### src/design/text_mode_console_writer_top_assert.svh
// ---------------------------------------------------------------------------
// Console writer assertion macros
// Shared concurrent assertion forms; clk and rst_n must be in scope.
// ---------------------------------------------------------------------------
`ifndef TEXT_MODE_CONSOLE_WRITER_TOP_ASSERT_SVH
`define TEXT_MODE_CONSOLE_WRITER_TOP_ASSERT_SVH

// check that expr holds at every edge outside reset
`define TMCW_ASSERT_ALWAYS(label, expr, msg) \
  label: assert property (@(posedge clk) disable iff (!rst_n) (expr)) else $error(msg);

// check that cons holds in the same cycle as ante
`define TMCW_ASSERT_IMPLIES(label, ante, cons, msg) \
  label: assert property (@(posedge clk) disable iff (!rst_n) (ante) |-> (cons)) \
    else $error(msg);

// check that cons holds in the cycle after ante
`define TMCW_ASSERT_NEXT(label, ante, cons, msg) \
  label: assert property (@(posedge clk) disable iff (!rst_n) (ante) |=> (cons)) \
    else $error(msg);

`endif

### src/design/tmcw_pkg.sv
// ---------------------------------------------------------------------------
// Console writer package
// Field widths, codes, defaults and the controller/datapath interface types.
// ---------------------------------------------------------------------------
package tmcw_pkg;

  localparam int COLUMNS_DEF = 80;
  localparam int ROWS_DEF    = 25;

  localparam int OP_W      = 2;
  localparam int CHAR_W    = 8;
  localparam int IDX_W     = 11;
  localparam int DATA_W    = 16;
  localparam int ATTR_W    = 8;
  localparam int ROW_OUT_W = 5;
  localparam int COL_OUT_W = 7;

  localparam logic [OP_W-1:0] OP_PUT   = 2'd0;
  localparam logic [OP_W-1:0] OP_CLEAR = 2'd1;
  localparam logic [OP_W-1:0] OP_READ  = 2'd2;

  localparam logic [CHAR_W-1:0] NEWLINE_CODE = 8'd10;
  localparam logic [CHAR_W-1:0] SPACE_CODE   = 8'd32;
  localparam logic [ATTR_W-1:0] ATTR_RESET   = 8'd15;

  typedef struct packed {
    logic latch;
    logic exec;
    logic scr_rd;
    logic scr_wr;
    logic blank_wr;
    logic load_out;
  } cmd_t;

  typedef struct packed {
    logic need_scroll;
    logic is_clear;
    logic copy_last;
    logic blank_last;
    logic out_free;
  } sts_t;

endpackage

### src/design/tmcw_ctrl.sv
// ---------------------------------------------------------------------------
// Console writer controller
// Sequences item execution, row copy, blanking and result hand-off.
// ---------------------------------------------------------------------------
`include "text_mode_console_writer_top_assert.svh"

module tmcw_ctrl (
  input  logic           clk,
  input  logic           rst_n,
  input  logic           in_valid,
  output logic           in_ready,
  input  tmcw_pkg::sts_t sts,
  output tmcw_pkg::cmd_t cmd
);

  import tmcw_pkg::*;

  typedef enum logic [5:0] {
    S_IDLE   = 6'b000001,
    S_EXEC   = 6'b000010,
    S_SCR_RD = 6'b000100,
    S_SCR_WR = 6'b001000,
    S_BLANK  = 6'b010000,
    S_RESULT = 6'b100000
  } state_t;

  state_t state_r;
  state_t state_nxt;

  always_comb begin
    state_nxt = state_r;
    cmd       = '0;
    in_ready  = 1'b0;
    case (state_r)
      S_IDLE: begin
        in_ready = 1'b1;
        if (in_valid) begin
          cmd.latch = 1'b1;
          state_nxt = S_EXEC;
        end
      end
      S_EXEC: begin
        cmd.exec = 1'b1;
        if (sts.need_scroll) begin
          state_nxt = S_SCR_RD;
        end else if (sts.is_clear) begin
          state_nxt = S_BLANK;
        end else begin
          state_nxt = S_RESULT;
        end
      end
      S_SCR_RD: begin
        cmd.scr_rd = 1'b1;
        state_nxt  = S_SCR_WR;
      end
      S_SCR_WR: begin
        cmd.scr_wr = 1'b1;
        state_nxt  = sts.copy_last ? S_BLANK : S_SCR_RD;
      end
      S_BLANK: begin
        cmd.blank_wr = 1'b1;
        if (sts.blank_last) begin
          state_nxt = S_RESULT;
        end
      end
      S_RESULT: begin
        if (sts.out_free) begin
          cmd.load_out = 1'b1;
          in_ready     = 1'b1;
          if (in_valid) begin
            cmd.latch = 1'b1;
            state_nxt = S_EXEC;
          end else begin
            state_nxt = S_IDLE;
          end
        end
      end
      default: begin
        state_nxt = S_IDLE;
      end
    endcase
  end

  always_ff @(posedge clk) begin
    if (!rst_n) begin
      state_r <= S_IDLE;
    end else begin
      state_r <= state_nxt;
    end
  end

  `TMCW_ASSERT_NEXT(a_accept_exec, in_valid && in_ready, state_r == S_EXEC,
                    "accept without execute")
  `TMCW_ASSERT_ALWAYS(a_state_onehot, $onehot(state_r), "state not one-hot")
  `TMCW_ASSERT_IMPLIES(a_load_free, cmd.load_out, sts.out_free,
                       "result loaded into busy output register")

endmodule

### config.mk
export PLATFORM = sky130hd
export DESIGN_NAME = tmcw_ctrl
export DESIGN_NICKNAME = d
export VERILOG_FILES = /design/src/design/tmcw_pkg.sv /design/src/design/tmcw_ctrl.sv
export VERILOG_INCLUDE_DIRS = /design/src /design/src/design
export SDC_FILE = /design/constraint.sdc
export NUM_CORES = 1
export LEC_CHECK = 0
export BUFFER_PORTS_ARGS = -buffer_cell sky130_fd_sc_hd__buf_2
export CORE_AREA = 2 2 39 41
export DETAILED_ROUTE_END_ITERATION = 10
export DIE_AREA = 0 0 41 43
export PLACE_DENSITY = 0.51
export RECOVER_POWER = 100
export REMOVE_ABC_BUFFERS = 1
export SLEW_MARGIN = 20
export SYNTH_ARGS = -nofsm -noshare
export SYNTH_HDL_FRONTEND = slang
export SYNTH_SLANG_ARGS = --single-unit
### constraint.sdc
create_clock -name clk -period 1.6 [get_ports clk]
set_input_delay 0.08 -clock clk [delete_from_list [all_inputs] [get_ports clk]]
set_output_delay 0.08 -clock clk [all_outputs]
set_load 0.005 [all_outputs]
==> key figures <==
Hold path
  • Hold Path Class: input pin to flip-flop
  • Hold path start: rst_n

Route
  • Vias per cell: 5.033
  • First-pass DRT Iterations: 2
  • WL per Instance: 13.25 µm
  • Final Routed Wirelength: 1.206 mm
  • DRC errors left: 0
  • Detailed router's first-iteration violation count: 2
  • ANT nets after route: 0
  • Via total after detailed routing: 458

Placed design
  • Final GP Congestion: 0.6895
  • Placed cell count: 81
  • DP HPWL: 814.9 µm
  • Port bufs: 14
  • Dpl cell area: 511.7 µm²

Setup path
  • Critical Path Start: state_r[3]$_SDFFE_PN0P_
  • Worst path arrival time: 1.66 ns
  • CP bufs+invs: 4
  • Cell family with most CP delay: simple AND/OR/NAND/NOR gates
  • Critical path fanouts, max: 4
  • CP peak stage delay: 0.32 ns
  • Startpoint types: flip-flop
  • Most used cell, CP: buf_6
  • Critical path class: flip-flop to output port
  • Worst Path Required: 1.52 ns
  • CP Cell Sequence: buf_6, nor4_4, buf_4, nand3b_1, nor2b_4, inv_2, and2_4, buf_6
  • Critical R2R Launch: state_r[3]$_SDFFE_PN0P_
  • CP max-delay cell: dfxtp_2
  • CP Capture Type: output port

Logic synthesis
  • Netlist Area Pre-Place: 384.1 µm²
  • Mux cell area share after synthesis: 0
  • YS warnings: 0
  • Largest family of logic cells by synthesized area: simple AND/OR/NAND/NOR gates
  • Post-synthesis xor/xnor area fraction: 0.02280
  • Cells after Synth: 46
  • Compound-Gate Fraction of Synth Area: 0.1075
  • Syn_area_per_cell: 8.350 µm²
  • Synth unique cells: 24
  • Post-Synth Adder-Cell Area: 0
  • Share of the yosys chip area belonging to registers: 0.3127
  • Simple-Gate Fraction of Synth Area: 0.5147
  • #FFs+latches synth: 6

Global routing
  • Initial antenna violation count: 0
  • All-layer global routing usage: 0.1489
  • Routing usage on met2: 0.2000
  • Grt peak-use layer: met2
  • Number of global-route vias before repair: 404
  • Global-route wire length before repair: 1.725 mm
  • Total grt overflow: 0
  • Met3 Resource Use GR: 0.05236
  • Largest net degree at the start of global routing: 8
  • GR met1 Demand/Resource: 0.1909

Clock network
  • Post-CTS Hold Fix Bufs: 0
  • Clk_lat worst skew: 0.26 ns
  • Clk slew on worst S/H paths: 0.05 ns
  • H-Tree Depth: 1
  • Cts bufs inserted: 3
  • Sink Count: 6
  • CTS tree: built
  • Root buffer cell: clkbuf_4
  • Worst-case clock buffer depth: 2

Timing
  • Clock Skew: 0.006842 ns
  • Crit share post-route: 1.086
  • Setup violators final: 7
  • PnR worst setup slack: -0.1372 ns
  • Slew HR: 0.7801
  • Worst slew pin tran: 0.3294 ns
  • Period minus WS final: 1.737 ns
  • Hold violation count in the final report: 0
  • Achievable Freq: 0.5756 GHz
  • RSZ-0062 raised after global routing: yes
  • Worst hold-check slack: 0.06579 ns
  • Final slew viol count: 0

Power
  • Overall power: 0.0005864 W
  • Combinational power share: 0.443
  • Lkg Pwr: 0.3112 nW
  • Switching share of power: 0.3130
  • Clk pwr share: 0.255
  • P per Cell Area: 861.5 mW/mm²
  • Flop pwr share: 0.302
  • P_int: 0.0004028 W
  • Peak supply drop: 284.2 µV
  • P_sw: 0.0001836 W

Die
  • Die Area: 0.001763 mm²
  • Core Rows: 14
  • I/O pins: 15
  • Core area: 0.001384 mm²
  • Initial Utilization: 0.2776
  • DIE WIDTH: 41 µm
  • Die Span Y: 43 µm

Job
  • Max cap viols: 0

Layout
  • Post-route cell area: 680.7 µm²
  • Final net count: 85
  • Layout cells sized above 1: 0.6133
  • Flip-flop count of the largest register after layout: 6
  • Diode count: 0
  • Register with the most flip-flops: state_r
  • Biggest regs: state_r (6)
  • Cell Count, Final, Fillers Out: 91
  • Syn-to-layout area delta: 77.20%

Run status
  • Status: complete, but fails checks
  • Failing checks: negative setup slack
==> power groups by stage <==
| stage | Sequential [W] | Clock [W] | Combinational (W) |
|---|---|---|---|
| after floorplan | 0.000178 | 0 | 0.0000869 |
| after global placement | 0.000174 | 0 | 0.000158 |
| after detailed placement | 0.000174 | 0 | 0.000156 |
| after CTS | 0.000174 | 0.000152 | 0.000175 |
| after global routing | 0.000178 | 0.000161 | 0.000285 |
| final | 0.000177 | 0.000149 | 0.000260 |
==> through the flow <==
step,setup WS [ns],util,TNS [ns]
3_5_place_dp,-0.007046,0.3698,-0.007046
2_1_floorplan,0.001100,-,0
4_1_cts,-0.1509,0.4141,-0.5514
6_report,-0.1372,0.4919,-0.5023
3_3_place_gp,0.02856,0.3698,0
5_1_grt,-0.2044,0.4919,-0.9460
==> final timing paths <==
kind / end / slack, ns / cells after the start
worst min register to register: state_r[3]$_SDFFE_PN0P_ / 0.62 / 2
worst max register to register: state_r[0]$_SDFFE_PN1P_ / -0.10 / 5
worst max-delay path: cmd[5] / -0.14 / 8
worst min-delay path: state_r[0]$_SDFFE_PN1P_ / 0.07 / 2
==> cell usage after synthesis, drive strengths merged <==
cell / count / share of area
nand2: 3 / 0.029
o221ai: 1 / 0.023
o21ba: 1 / 0.026
o21ai: 3 / 0.039
nor2b: 3 / 0.049
and3b: 1 / 0.026
clkinv: 1 / 0.013
nand3: 2 / 0.026
nand4: 1 / 0.016
nor2: 1 / 0.0098
nand4b: 2 / 0.046
nor3: 3 / 0.065
xor2: 1 / 0.023
nand3b: 1 / 0.020
or3b: 1 / 0.029
dfxtp: 6 / 0.31
or4: 1 / 0.029
nor4: 4 / 0.065
a22oi: 1 / 0.020
and2: 2 / 0.033
and3: 2 / 0.033
nor3b: 2 / 0.039
inv: 3 / 0.029
==> cell type report <==
| class | instances | area [µm²] |
|---|---|---|
| Fill cell | 136 | 703.2 |
| Inverter | 4 | 20.02 |
| Clock buffer | 3 | 22.52 |
| Sequential cell | 6 | 122.6 |
| Timing Repair Buffer | 26 | 186.4 |
| Multi-Input combinational cell | 36 | 309.0 |
| Tap cell | 16 | 20.02 |
==> cell usage in the layout, fill, tap and decap left out, types with 3 or more instances in the layout <==
cell,instances
buf_2,11
buf_4,10
buf_6,5
clkbuf_4,3
dfxtp_1,4
nand2_1,3
o21ai_0,3
==> kinds of logic after synthesis <==
family / after synthesis
AOI/OAI and AO/OA: 6
xor gates and xnor gates: 1
buffers and inverters: 4
DFF: 6
and+or+nand+nor: 29
==> layer usage <==
| layer | vias to the layer above | share of wire |
|---|---|---|
| met5 | - | 0 |
| met4 | 0 | 0.021 |
| met3 | 3 | 0.061 |
| met2 | 15 | 0.50 |
| met1 | 209 | 0.42 |
| li1 | 231 | - |
==> timing repair <==
action,4_1_cts,5_1_grt
gates resized for setup,5,15
setup endpoints to repair,5,8
setup buffers,2,5
endpoints found under the hold margin,0,0
pin swaps,2,4
==> worst reg2reg max path: cells and delay by family (launching register included) <==
kind,cells,cell delay [ns]
buf+inv,1,0.14
compound gates,1,0.10
flops,1,0.32
simple gates,3,1.02
No activity file was read; power rests on OpenSTA's default activity.
